===== config.mk =====
export PLATFORM = sky130hd
export DESIGN_NAME = multi_slot_software_timer_table
export DESIGN_NICKNAME = d
export VERILOG_FILES = /design/src/hw/rtl/mstt_pkg.sv /design/src/hw/rtl/multi_slot_software_timer_table.sv /design/src/hw/rtl/mstt_ram.sv /design/src/hw/rtl/mstt_ctrl.sv /design/src/hw/rtl/mstt_out.sv
export SDC_FILE = /design/constraint.sdc
export NUM_CORES = 2
export LEC_CHECK = 0
export BUFFER_PORTS_ARGS = -buffer_cell sky130_fd_sc_hd__clkbuf_2
export CAP_MARGIN = 25
export CORE_ASPECT_RATIO = 1.2
export CORE_MARGIN = 3
export CORE_UTILIZATION = 45
export DETAILED_ROUTE_END_ITERATION = 8
export MAX_ROUTING_LAYER = met4
export PLACE_DENSITY = 0.58
export SLEW_MARGIN = 15
export SYNTH_ARGS = -nofsm -noshare
export SYNTH_HDL_FRONTEND = slang
export SYNTH_SLANG_ARGS = --single-unit

===== constraint.sdc =====
create_clock -name clk -period 14.65 [get_ports clk]
set_input_delay 4.395 -clock clk [delete_from_list [all_inputs] [get_ports clk]]
set_output_delay 4.395 -clock clk [all_outputs]
set_load 0.05 [all_outputs]

===== src/hw/rtl/mstt_pkg.sv =====
// ----------------------------------------------------------------------------
// Timer table package
// Sizes, action and run-state codes and shared types for the timer table.
// ----------------------------------------------------------------------------
package mstt_pkg;

    localparam int SLOTS    = 16;
    localparam int IDX_W    = (SLOTS > 1) ? $clog2(SLOTS) : 1;
    localparam int LEN_W    = $clog2(SLOTS + 1);
    localparam int ID_W     = 32;
    localparam int TICK_W   = 32;
    localparam int LIVE_W   = 5;
    localparam int ACT_W    = 3;
    localparam int S_DATA_W = 104;
    localparam int M_DATA_W = 40;
    localparam int M_PAD_W  = M_DATA_W - 1 - ID_W - LIVE_W;

    // action codes
    localparam logic [ACT_W-1:0] ACT_CREATE = 3'd0;
    localparam logic [ACT_W-1:0] ACT_START  = 3'd1;
    localparam logic [ACT_W-1:0] ACT_PAUSE  = 3'd2;
    localparam logic [ACT_W-1:0] ACT_CANCEL = 3'd3;
    localparam logic [ACT_W-1:0] ACT_UPDATE = 3'd4;
    localparam logic [ACT_W-1:0] ACT_COUNT  = 3'd5;

    // run states
    localparam logic [1:0] RUN_IDLE   = 2'd0;
    localparam logic [1:0] RUN_ACTIVE = 2'd1;
    localparam logic [1:0] RUN_PAUSED = 2'd2;

    // one slot record as held in the slot RAM
    typedef struct packed {
        logic [ID_W-1:0]   id;
        logic [TICK_W-1:0] interval;
        logic [TICK_W-1:0] remaining;
        logic              periodic;
    } slot_rec_t;

    localparam int REC_W = $bits(slot_rec_t);

    // one result word
    typedef struct packed {
        logic              kind;
        logic              success;
        logic [ID_W-1:0]   reply_id;
        logic [LIVE_W-1:0] live_count;
        logic              last;
    } result_t;

    // controller to output stage
    typedef struct packed {
        logic    load;
        result_t item;
    } res_push_t;

endpackage


===== src/hw/rtl/multi_slot_software_timer_table.sv =====
// ----------------------------------------------------------------------------
// Multi-slot software timer table
// Table of one-shot and periodic timers driven by create, start, pause,
// cancel, update and count actions.
// ----------------------------------------------------------------------------
// Create, count and unknown actions go straight to the finish state. Start,
// pause and cancel search the age list newest first through the slot RAM,
// one RAM read and one compare per slot visited. Update visits every live
// timer once (RAM read, then compare and write back), and waits whenever an
// expiry word or the final word finds the output stage stalled. One action
// is handled at a time; the next is taken while the final result word still
// waits in the output register.
module multi_slot_software_timer_table (
    input  logic                          clk,
    input  logic                          rst_n,
    input  logic                          s_tvalid,
    output logic                          s_tready,
    // target_id[31:0], period[63:32], periodic[64], elapsed_ticks[96:65]
    input  logic [mstt_pkg::S_DATA_W-1:0] s_tdata,
    // action[2:0]
    input  logic [mstt_pkg::ACT_W-1:0]    s_tuser,
    output logic                          m_tvalid,
    input  logic                          m_tready,
    // success[0], reply_id[32:1], live_count[37:33]
    output logic [mstt_pkg::M_DATA_W-1:0] m_tdata,
    // result_kind
    output logic                          m_tuser,
    // last_item
    output logic                          m_tlast
);
    import mstt_pkg::*;

    res_push_t push;
    logic      out_free;

    mstt_ctrl u_ctrl (
        .clk       (clk),
        .rst_n     (rst_n),
        .in_valid  (s_tvalid),
        .in_ready  (s_tready),
        .in_action (s_tuser),
        .in_data   (s_tdata),
        .push      (push),
        .out_free  (out_free)
    );

    mstt_out u_out (
        .clk      (clk),
        .rst_n    (rst_n),
        .push     (push),
        .free     (out_free),
        .m_tvalid (m_tvalid),
        .m_tready (m_tready),
        .m_tdata  (m_tdata),
        .m_tuser  (m_tuser),
        .m_tlast  (m_tlast)
    );

endmodule


===== src/hw/rtl/mstt_ram.sv =====
// ----------------------------------------------------------------------------
// Generic RAM
// Single write port, single read port, read data registered.
// ----------------------------------------------------------------------------
module mstt_ram #(
    parameter int WIDTH = 8,
    parameter int DEPTH = 16,
    localparam int AW = (DEPTH > 1) ? $clog2(DEPTH) : 1
) (
    input  logic             clk,
    input  logic             we,
    input  logic [AW-1:0]    waddr,
    input  logic [WIDTH-1:0] wdata,
    input  logic [AW-1:0]    raddr,
    output logic [WIDTH-1:0] rdata
);

    logic [WIDTH-1:0] mem [DEPTH];
    logic [WIDTH-1:0] rdata_reg;

    // write port and registered read
    always_ff @(posedge clk)
    begin
        if (we)
        begin
            mem[waddr] <= wdata;
        end
        rdata_reg <= mem[raddr];
    end

    assign rdata = rdata_reg;

endmodule


===== src/hw/rtl/mstt_ctrl.sv =====
// ----------------------------------------------------------------------------
// Timer table controller
// Age-ordered slot list, per-slot flags and the sequencer that walks the
// slot RAM for lookups and updates.
// ----------------------------------------------------------------------------
module mstt_ctrl (
    input  logic                          clk,
    input  logic                          rst_n,
    input  logic                          in_valid,
    output logic                          in_ready,
    input  logic [mstt_pkg::ACT_W-1:0]    in_action,
    input  logic [mstt_pkg::S_DATA_W-1:0] in_data,
    output mstt_pkg::res_push_t           push,
    input  logic                          out_free
);
    import mstt_pkg::*;

    localparam logic [1:0] ST_IDLE   = 2'd0;
    localparam logic [1:0] ST_READ   = 2'd1;
    localparam logic [1:0] ST_CHECK  = 2'd2;
    localparam logic [1:0] ST_FINISH = 2'd3;

    logic [1:0]        state_reg, state_next;
    logic [ACT_W-1:0]  act_reg, act_next;
    logic [ID_W-1:0]   target_reg, target_next;
    logic [TICK_W-1:0] elapsed_reg, elapsed_next;
    logic [IDX_W-1:0]  order_reg [SLOTS];
    logic [IDX_W-1:0]  order_next [SLOTS];
    logic [LEN_W-1:0]  len_reg, len_next;
    logic [LEN_W-1:0]  pos_reg, pos_next;
    logic [LEN_W-1:0]  wr_reg, wr_next;
    logic [SLOTS-1:0]  used_reg, used_next;
    logic [1:0]        run_reg [SLOTS];
    logic [1:0]        run_next [SLOTS];
    logic [ID_W-1:0]   next_id_reg, next_id_next;
    logic              fin_ok_reg, fin_ok_next;
    logic [ID_W-1:0]   fin_id_reg, fin_id_next;
    logic [LIVE_W-1:0] fin_cnt_reg, fin_cnt_next;

    logic              ram_we;
    logic [IDX_W-1:0]  ram_waddr;
    slot_rec_t         ram_wdata;
    logic [IDX_W-1:0]  ram_raddr;
    slot_rec_t         ram_rdata;

    logic [TICK_W-1:0] in_target, in_period, in_elapsed;
    logic              in_periodic;
    logic [IDX_W-1:0]  free_idx;
    logic [IDX_W-1:0]  cur_slot;
    logic [LEN_W-1:0]  pos_inc;
    logic [ID_W-1:0]   id_inc;
    logic              expire;
    logic              keep;

    mstt_ram #(.WIDTH(REC_W), .DEPTH(SLOTS)) u_ram (
        .clk   (clk),
        .we    (ram_we),
        .waddr (ram_waddr),
        .wdata (ram_wdata),
        .raddr (ram_raddr),
        .rdata (ram_rdata)
    );

    // input word fields
    assign in_target   = in_data[31:0];
    assign in_period   = in_data[63:32];
    assign in_periodic = in_data[64];
    assign in_elapsed  = in_data[96:65];

    // lowest free slot
    always_comb
    begin
        free_idx = '0;
        for (int s = SLOTS - 1; s >= 0; s--)
        begin
            if (!used_reg[s])
            begin
                free_idx = IDX_W'(s);
            end
        end
    end

    assign cur_slot = order_reg[pos_reg[IDX_W-1:0]];
    assign pos_inc  = pos_reg + LEN_W'(1);
    assign id_inc   = next_id_reg + ID_W'(1);
    assign in_ready = (state_reg == ST_IDLE);
    assign expire   = (run_reg[cur_slot] == RUN_ACTIVE)
                   && (ram_rdata.remaining <= elapsed_reg);

    // sequencer
    always_comb
    begin
        state_next   = state_reg;
        act_next     = act_reg;
        target_next  = target_reg;
        elapsed_next = elapsed_reg;
        order_next   = order_reg;
        len_next     = len_reg;
        pos_next     = pos_reg;
        wr_next      = wr_reg;
        used_next    = used_reg;
        run_next     = run_reg;
        next_id_next = next_id_reg;
        fin_ok_next  = fin_ok_reg;
        fin_id_next  = fin_id_reg;
        fin_cnt_next = fin_cnt_reg;
        ram_we       = 1'b0;
        ram_waddr    = cur_slot;
        ram_wdata    = ram_rdata;
        ram_raddr    = cur_slot;
        push         = '0;
        keep         = 1'b0;

        unique case (state_reg)
            ST_IDLE:
            begin
                if (in_valid)
                begin
                    act_next     = in_action;
                    target_next  = in_target;
                    elapsed_next = in_elapsed;
                    pos_next     = '0;
                    wr_next      = '0;
                    fin_ok_next  = 1'b0;
                    fin_id_next  = '0;
                    fin_cnt_next = '0;
                    state_next   = ST_FINISH;
                    case (in_action) inside
                        ACT_CREATE:
                        begin
                            if (in_period != '0 && len_reg != LEN_W'(SLOTS))
                            begin
                                ram_we               = 1'b1;
                                ram_waddr            = free_idx;
                                ram_wdata.id         = next_id_reg;
                                ram_wdata.interval   = in_period;
                                ram_wdata.remaining  = in_period;
                                ram_wdata.periodic   = in_periodic;
                                used_next[free_idx]  = 1'b1;
                                run_next[free_idx]   = RUN_IDLE;
                                for (int k = SLOTS - 1; k > 0; k--)
                                begin
                                    order_next[k] = order_reg[k-1];
                                end
                                order_next[0] = free_idx;
                                len_next      = len_reg + LEN_W'(1);
                                fin_ok_next   = 1'b1;
                                fin_id_next   = next_id_reg;
                                next_id_next  = (id_inc == '0) ? ID_W'(1) : id_inc;
                            end
                        end
                        ACT_START, ACT_PAUSE, ACT_CANCEL, ACT_UPDATE:
                        begin
                            if (len_reg != '0)
                            begin
                                state_next = ST_READ;
                            end
                        end
                        ACT_COUNT:
                        begin
                            fin_cnt_next = LIVE_W'(len_reg);
                        end
                        default:
                        begin
                        end
                    endcase
                end
            end

            ST_READ:
            begin
                state_next = ST_CHECK;
            end

            ST_CHECK:
            begin
                if (act_reg == ACT_UPDATE)
                begin
                    // expiry waits for room in the output stage
                    if (!expire || out_free)
                    begin
                        if (run_reg[cur_slot] != RUN_ACTIVE)
                        begin
                            keep = 1'b1;
                        end
                        else if (expire)
                        begin
                            push.load            = 1'b1;
                            push.item.kind       = 1'b1;
                            push.item.reply_id   = ram_rdata.id;
                            if (ram_rdata.periodic)
                            begin
                                keep                = 1'b1;
                                ram_we              = 1'b1;
                                ram_wdata.remaining = ram_rdata.interval;
                            end
                            else
                            begin
                                used_next[cur_slot] = 1'b0;
                            end
                        end
                        else
                        begin
                            keep                = 1'b1;
                            ram_we              = 1'b1;
                            ram_wdata.remaining = ram_rdata.remaining - elapsed_reg;
                        end
                        // compact the age list in place
                        if (keep)
                        begin
                            order_next[wr_reg[IDX_W-1:0]] = cur_slot;
                            wr_next = wr_reg + LEN_W'(1);
                        end
                        pos_next = pos_inc;
                        if (pos_inc == len_reg)
                        begin
                            len_next   = wr_reg + LEN_W'(keep);
                            state_next = ST_FINISH;
                        end
                        else
                        begin
                            state_next = ST_READ;
                        end
                    end
                end
                else if (ram_rdata.id == target_reg)
                begin
                    // newest timer with this id
                    state_next = ST_FINISH;
                    case (act_reg)
                        ACT_START:
                        begin
                            if (run_reg[cur_slot] != RUN_ACTIVE)
                            begin
                                run_next[cur_slot] = RUN_ACTIVE;
                                fin_ok_next        = 1'b1;
                            end
                        end
                        ACT_PAUSE:
                        begin
                            if (run_reg[cur_slot] == RUN_ACTIVE)
                            begin
                                run_next[cur_slot] = RUN_PAUSED;
                                fin_ok_next        = 1'b1;
                            end
                        end
                        default:
                        begin
                            used_next[cur_slot] = 1'b0;
                            for (int k = 0; k < SLOTS - 1; k++)
                            begin
                                if (LEN_W'(k) >= pos_reg)
                                begin
                                    order_next[k] = order_reg[k+1];
                                end
                            end
                            len_next    = len_reg - LEN_W'(1);
                            fin_ok_next = 1'b1;
                        end
                    endcase
                end
                else
                begin
                    pos_next   = pos_inc;
                    state_next = (pos_inc == len_reg) ? ST_FINISH : ST_READ;
                end
            end

            ST_FINISH:
            begin
                if (out_free)
                begin
                    push.load            = 1'b1;
                    push.item.success    = fin_ok_reg;
                    push.item.reply_id   = fin_id_reg;
                    push.item.live_count = fin_cnt_reg;
                    push.item.last       = 1'b1;
                    state_next           = ST_IDLE;
                end
            end

            default:
            begin
                state_next = ST_IDLE;
            end
        endcase
    end

    // control state
    always_ff @(posedge clk or negedge rst_n)
    begin
        if (!rst_n)
        begin
            state_reg   <= ST_IDLE;
            len_reg     <= '0;
            used_reg    <= '0;
            next_id_reg <= ID_W'(1);
        end
        else
        begin
            state_reg   <= state_next;
            len_reg     <= len_next;
            used_reg    <= used_next;
            next_id_reg <= next_id_next;
        end
    end

    // payload and working registers
    always_ff @(posedge clk)
    begin
        act_reg     <= act_next;
        target_reg  <= target_next;
        elapsed_reg <= elapsed_next;
        order_reg   <= order_next;
        pos_reg     <= pos_next;
        wr_reg      <= wr_next;
        run_reg     <= run_next;
        fin_ok_reg  <= fin_ok_next;
        fin_id_reg  <= fin_id_next;
        fin_cnt_reg <= fin_cnt_next;
    end

endmodule


===== src/hw/rtl/mstt_out.sv =====
// ----------------------------------------------------------------------------
// Timer table output stage
// Result word register between the sequencer and the master stream.
// ----------------------------------------------------------------------------
module mstt_out (
    input  logic                          clk,
    input  logic                          rst_n,
    input  mstt_pkg::res_push_t           push,
    output logic                          free,
    output logic                          m_tvalid,
    input  logic                          m_tready,
    output logic [mstt_pkg::M_DATA_W-1:0] m_tdata,
    output logic                          m_tuser,
    output logic                          m_tlast
);
    import mstt_pkg::*;

    logic    valid_reg, valid_next;
    result_t item_reg, item_next;

    assign free = !valid_reg || m_tready;

    // load on push, drain on handshake
    always_comb
    begin
        valid_next = valid_reg;
        item_next  = item_reg;
        if (push.load)
        begin
            valid_next = 1'b1;
            item_next  = push.item;
        end
        else if (m_tready)
        begin
            valid_next = 1'b0;
        end
    end

    always_ff @(posedge clk or negedge rst_n)
    begin
        if (!rst_n)
        begin
            valid_reg <= 1'b0;
        end
        else
        begin
            valid_reg <= valid_next;
        end
    end

    always_ff @(posedge clk)
    begin
        item_reg <= item_next;
    end

    assign m_tvalid = valid_reg;
    assign m_tdata  = {{M_PAD_W{1'b0}}, item_reg.live_count, item_reg.reply_id,
                       item_reg.success};
    assign m_tuser  = item_reg.kind;
    assign m_tlast  = item_reg.last;

endmodule


* Word level (Yosys, flattened, before mapping) *
Memory sizes are Yosys's and may differ from the RTL's. A register that Yosys moved wholly into a read port is not among the register bits.
Index checks and enable logic that the tools add are counted.

storage, ports and cells
  flip-flop bits (word level) = 307
  memory bits (writable) = 1,552
  input port bits = 111
  output and inout bits = 44
  memories = 1

operators by class
  add/sub/neg operators = 7
  $lt $le $gt $ge = 27
  eq/ne operators = 52
  mux-type cells = 158
  bitwise operators = 19
  reductions and logical operators = 49

memories
  name              depth  width  read ports  clocked after Yosys merged registers in  write ports  line            text
  u_ctrl.u_ram.mem  16     97     1           1                                        1            mstt_ram.sv:18  logic [WIDTH-1:0] mem [DEPTH];

operators with widths
  kind                   number
  $mux 32                17
  $mux 64                6
  $mux 97                3
  $pmux 32 s2            4
  $mux 60                3
  $mux 16                10
  $mux 4                 39
  $reduce_and 9->1       16
  $pmux 64 s2            1
  $mux 5                 15
  $bwmux 64              1
  $and 16x16->16         3
  $ne 3x1->1 const B     16
  $not 16->16            3
  $or 16x16->16          3
  $mux 38                1
  $ge 4x5->1 const A     7
  $mux 2                 17
  $add 32x1->32 const B  1
  $and 32x32->32         1
  $eq 32x32->1           1
  $le 32x32->1           1
  $logic_not 32->1       1
  $not 32->32            1
  53 further kinds       141

* Depth between registers and ports, before layout *
  word-level depth = 27
  depth in mapped cells = 20
  depth with buffers taken out = 19

* By module *
A second synthesis with hierarchy kept.

second synthesis, totals
  cell total of the unflattened synthesis = 4,528
  area total of the unflattened synthesis = 79,192.2 um2

by module, submodules not included
  module     instances  cells each  area an instance (um2)  sequential area each (um2)
  mstt_ram   1          2,484       59,867.4                48,546.6
  mstt_ctrl  1          1,998       18,057.3                7,713.6
  mstt_out   1          46          1,267.5                 1,226.2

* Least setup slack after synthesis *
Ideal clock, no wire load.

  path kind = input to register
  from = input s_tvalid
  to = memory u_ctrl.u_ram.mem[12][0] (netlist name), enable pin
  data arrival time = 11.799 ns
  required time = 14.096 ns
  slack = 2.297 ns
  stages = 6
  path buffers = 0
  cell sequence = nand2_1 -> inv_1 -> nand2_1 -> o21a_1 -> or4_4 -> nor2_1

between the ends
  word-level cells in the longest chain between the ends = 4
  elaborated cells between the ends (all ways) = 6
  those cells by class = mux (6)

ends and longest elaborated chain
  element                       line                                   text
  from (decl)                   multi_slot_software_timer_table.sv:16  input logic s_tvalid,
  $mux 1                        mstt_ctrl.sv:117                       if (in_valid)
  $pmux 1 s2                    mstt_ctrl.sv:114                       unique case (state_reg)
  $mux 1                        mstt_ram.sv:24                         if (we)
  $mux 1 (not written as such)  mstt_ram.sv:26                         mem[waddr] <= wdata;
  to (decl)                     mstt_ram.sv:18

Several ways; a longest one is shown, not always the timed one.

* Worst setup path after layout *
  from = input s_tdata[63] (netlist name)
  to = memory u_ctrl.u_ram.mem[4][26] (netlist name), enable pin

between the ends
  word-level cells in the longest chain between the ends = 8
  elaborated cells between the ends (all ways) = 12
  those cells by class = mux (10); reduce/logical (2)

ends and longest elaborated chain
  element                       line                                   text
  from (decl)                   multi_slot_software_timer_table.sv:19  input logic [mstt_pkg::S_DATA_W-1:0] s_tdata,
  $reduce_bool 32->1 (*)        mstt_ctrl.sv:131                       if (in_period != '0 && len_reg != LEN_W'(SLOTS))
  $logic_and 1x1->1 (*)         mstt_ctrl.sv:131
  $mux 1                        mstt_ctrl.sv:131
  $mux 1                        mstt_ctrl.sv:128                       case (in_action) inside
  $mux 1                        mstt_ctrl.sv:117
  $pmux 1 s2                    mstt_ctrl.sv:114
  $mux 1                        mstt_ram.sv:24
  $mux 1 (not written as such)  mstt_ram.sv:26

Every way passes the cells marked *; elsewhere a longest branch is shown, timed or not.

==> summary.md <==
| Metric | Value |
|---|---|
| Register area share after synthesis | `71.90%` |
| Sequential Power Share | `approximately a third` |
| Initial Util | `~45%` |
| Combinational share of power | `45.0%` |
| Switching pwr | `8.986 mW` |
| DRT Pass-1 Iters | `6` |
| Worst Setup End Kind | `flop` |
| Reg clk slew, reported paths | `0.06 ns` |
| Post-detail-place hpwl | `around 120 mm` |
| Setup ws final | `5.131 ns` |
| Row count | `168` |
| Layout cell share with drive strength beyond 1 | `23.20%` |
| 1st-iter DRT viols | `about 4.4k` |
| R2R Setup Slk | `6.13 ns` |
| Setup tns final | `0 ns` |
| Layout overhead on the synthesized area | `12.88%` |
| Status | `finished, final reports clean` |
| PD cells | `276.7 nW/µm²` |
| CP Class | `in2reg` |
| CP Launch Type | `input port` |
| GRT Resource Usage Total | `23.64%` |
| Die Y-Extent | `467.7 µm` |
| Max VDD drop | `0.0004213 V` |
| Slew margin rel. | `28.17%` |
| R2r endpoint | `u_ctrl.u_ram.mem[4][26]` |
| RSZ-0062 raised after global routing | `false` |
| Most frequent cells in the layout | `edfxtp_1 (1,803), mux4_2 (501), nand2_1 (325), clkbuf_16 (194), nor2_1 (173)` |
| Max-Cap Viols | `0` |
| Max reg flops | `1,552` |
| # IOs | `155` |
| DR WL/cell | `29.65 µm` |
| WP data arrival | `9.97 ns` |
| RePlAce Congestion | `0.8664` |
| GR Overflow Total | `0` |
| Async SR Flop Fraction | `between 2 and 3%` |
| Largest net degree at the start of global routing | `101` |
| Worst Hold End | `u_out.m_tdata[36]` |
| Mean post-synth cell area | `18.14 µm²` |
| Final Hold Vio Count | `0` |
| Die Wd | `slightly below 400 µm` |
| CTS tree | `built` |
| Hold crit path type | `reg2reg` |
| H-tree depth | `4` |
| Synthesized flop and latch total | `around 2.0k` |
| Number of global-route vias before repair | `43.83k` |
| Post-CTS sizing | `0` |
| Reg2Reg Depth | `16` |
| Setup bufs post-CTS | `0` |
| Worst hold margin | `0.5186 ns` |
| Die area | `182,800 µm²` |
| Hold Path Depth | `1` |
| Clock latency on the worst-skew pair | `~0.86 ns` |
| CTS Sinks | `1,956` |
| Fmax | `0.1051 GHz` |
| Most common flop cell mapped by yosys | `edfxtp_1` |
| Clk pwr share | `20.2%` |
| Static leakage | `29.71 nW` |
| Total power | `24.97 mW` |
| Max Root-Sink Buffers | `3` |
| Final Slew Violations | `0` |
| Switching Share | `35.99%` |
| CTS Root Buffer Type | `clkbuf_16` |
| Final min period | `9.519 ns` |
| Mapped Cells | `4,408` |
| First-pass GRT wire length | `306.0 mm` |
| Post-Place Setup Slack | `4.242 ns` |
| Min-delay src | `u_ctrl.fin_cnt_reg[3]` |
| Post-route clock period utilization | `64.98%` |
| Synthesized area | `79,950 µm²` |
| Layout Skew | `around 0.065 ns` |
| Fin nets | `4,747` |
| Residual DRC count | `0` |
| Core ar. | `175,700 µm²` |
| Commonest non-fill, non-tap cell in the layout | `edfxtp_1` |
| TritonCTS Buffers | `192` |
| Via count | `43.26k` |
| Post-DR vias/cell | `6.132` |
| Number of I/O port buffers | `145` |
| Synthesis warning total | `0` |
| Post-Layout Cell Count | `7,055` |
| Post-route ant nets | `0` |
| Final wirelength | `209.2 mm` |
| P_int | `around 16 mW` |
| Worst-Margin Slew | `around 1.1 ns` |
| Dpl cells | `6,682` |
| CP required | `approximately 15 ns` |
| Critical Path Fanout Max | `35` |
| Cell variety after synth | `89` |
| Antenna violations before repair | `7` |
| Hold_buf cts | `0` |
| Final setup viols | `0` |
| Post-synth EDFFs | `1,803` |
| Worst reg2reg startpoint | `u_ctrl.pos_reg[1]` |
## cell usage after synthesis (34+ instances only)
cell	instances	area [µm²]
edfxtp_1	1803	54140
mux4_2	502	11310
nand2_1	328	1231
nor2_1	191	716.9
clkbuf_1	162	608.1
a21oi_1	155	775.7
dfxtp_1	97	1942
xnor2_1	78	683.2
inv_1	75	281.5
buf_1	73	274.0
o22ai_1	69	431.7
nand3_1	66	330.3
o21ai_0	60	300.3
dfrtp_1	55	1376
a22o_1	53	464.2
and2_1	51	319.1
ha_1	44	550.5
nor3_1	43	215.2
nand4_1	38	237.7
mux2i_1	37	370.4
a31oi_1	34	212.7
## final cells by class
| type | instances | area (µm²) |
|---|---|---|
| sequential | 1956 | 57490 |
| multi-input combinational | 2116 | 21350 |
| clock inverter | 102 | 1224 |
| inverter | 76 | 290.3 |
| timing repair buffer | 249 | 1749 |
| tap | 2295 | 2872 |
| antenna | 1 | 2.502 |
| fill | 14210 | 85480 |
| clock buffer | 260 | 5273 |
## power groups by stage
stage | logic (mW) | registers (mW) | clock network (mW)
after floorplan | 8.12 | 8.67 | 0
after global placement | 11.1 | 8.77 | 0
after detailed placement | 11.3 | 8.80 | 0
after CTS | 11.3 | 8.69 | 5.15
after global routing | 12.0 | 8.77 | 5.38
final | 11.2 | 8.69 | 5.05
## metrics by stage
step | util [%] | area [µm²]
2_1_floorplan | - | 79960
3_3_place_gp | 47.51 | 83490
3_5_place_dp | 47.57 | 83590
4_1_cts | 51.27 | 90090
5_1_grt | 51.36 | 90250
6_report | 51.36 | 90250
## worst max-delay path by stage
stage,startpoint,depth (start not counted),slack [ns],end
finish,s_tdata[63],13,5.13,u_ctrl.u_ram.mem[4][26]
global route,s_tdata[63],13,4.96,u_ctrl.u_ram.mem[4][28]
detailed placement,s_tdata[63],13,4.24,u_ctrl.u_ram.mem[4][54]
global placement,s_tdata[63],13,4.33,u_ctrl.u_ram.mem[4][54]
floorplan,s_tvalid,6,2.30,u_ctrl.u_ram.mem[12][0]
CTS,s_tdata[63],13,5.13,u_ctrl.u_ram.mem[4][28]
## metal layers
metal	track usage (%)	part of all wire (%)	vias to the layer above
li1	-	-	18249
met2	37.15	48	1679
met3	3.864	7.1	294
met4	5.178	1.9	0
met1	32.88	43	23039
met5	-	0	-
## worst max-delay path, cell delays in order
cell and delay (ns):
clkbuf_2 0.33, nor4_1 0.10, nand4_1 0.46, o211a_1 0.30, buf_4 0.38, a21oi_1 0.14, or2_2 0.60, nor3_1 0.43
a31oi_2 0.26, or4_4 0.69, nor2_4 0.53, buf_4 0.61, buf_4 0.61
## logic make-up (layout without fill, tap and decap cells)
group | count (synthesis) | count (layout) | synth area share, %
flip-flops | 1956 | 1956 | 71.90
AND/OR/NAND/NOR | 817 | 817 | 4.703
AO/OA/AOI/OAI | 589 | 589 | 4.994
multiplexers | 554 | 554 | 14.82
buffers and inverters | 337 | 687 | 1.670
XOR/XNOR | 109 | 109 | 1.194
adder cells (fa/ha/maj) | 45 | 45 | 0.7136
other | 1 | 3 | 0.004690
Note: power is estimated with default switching activity, not from simulation.
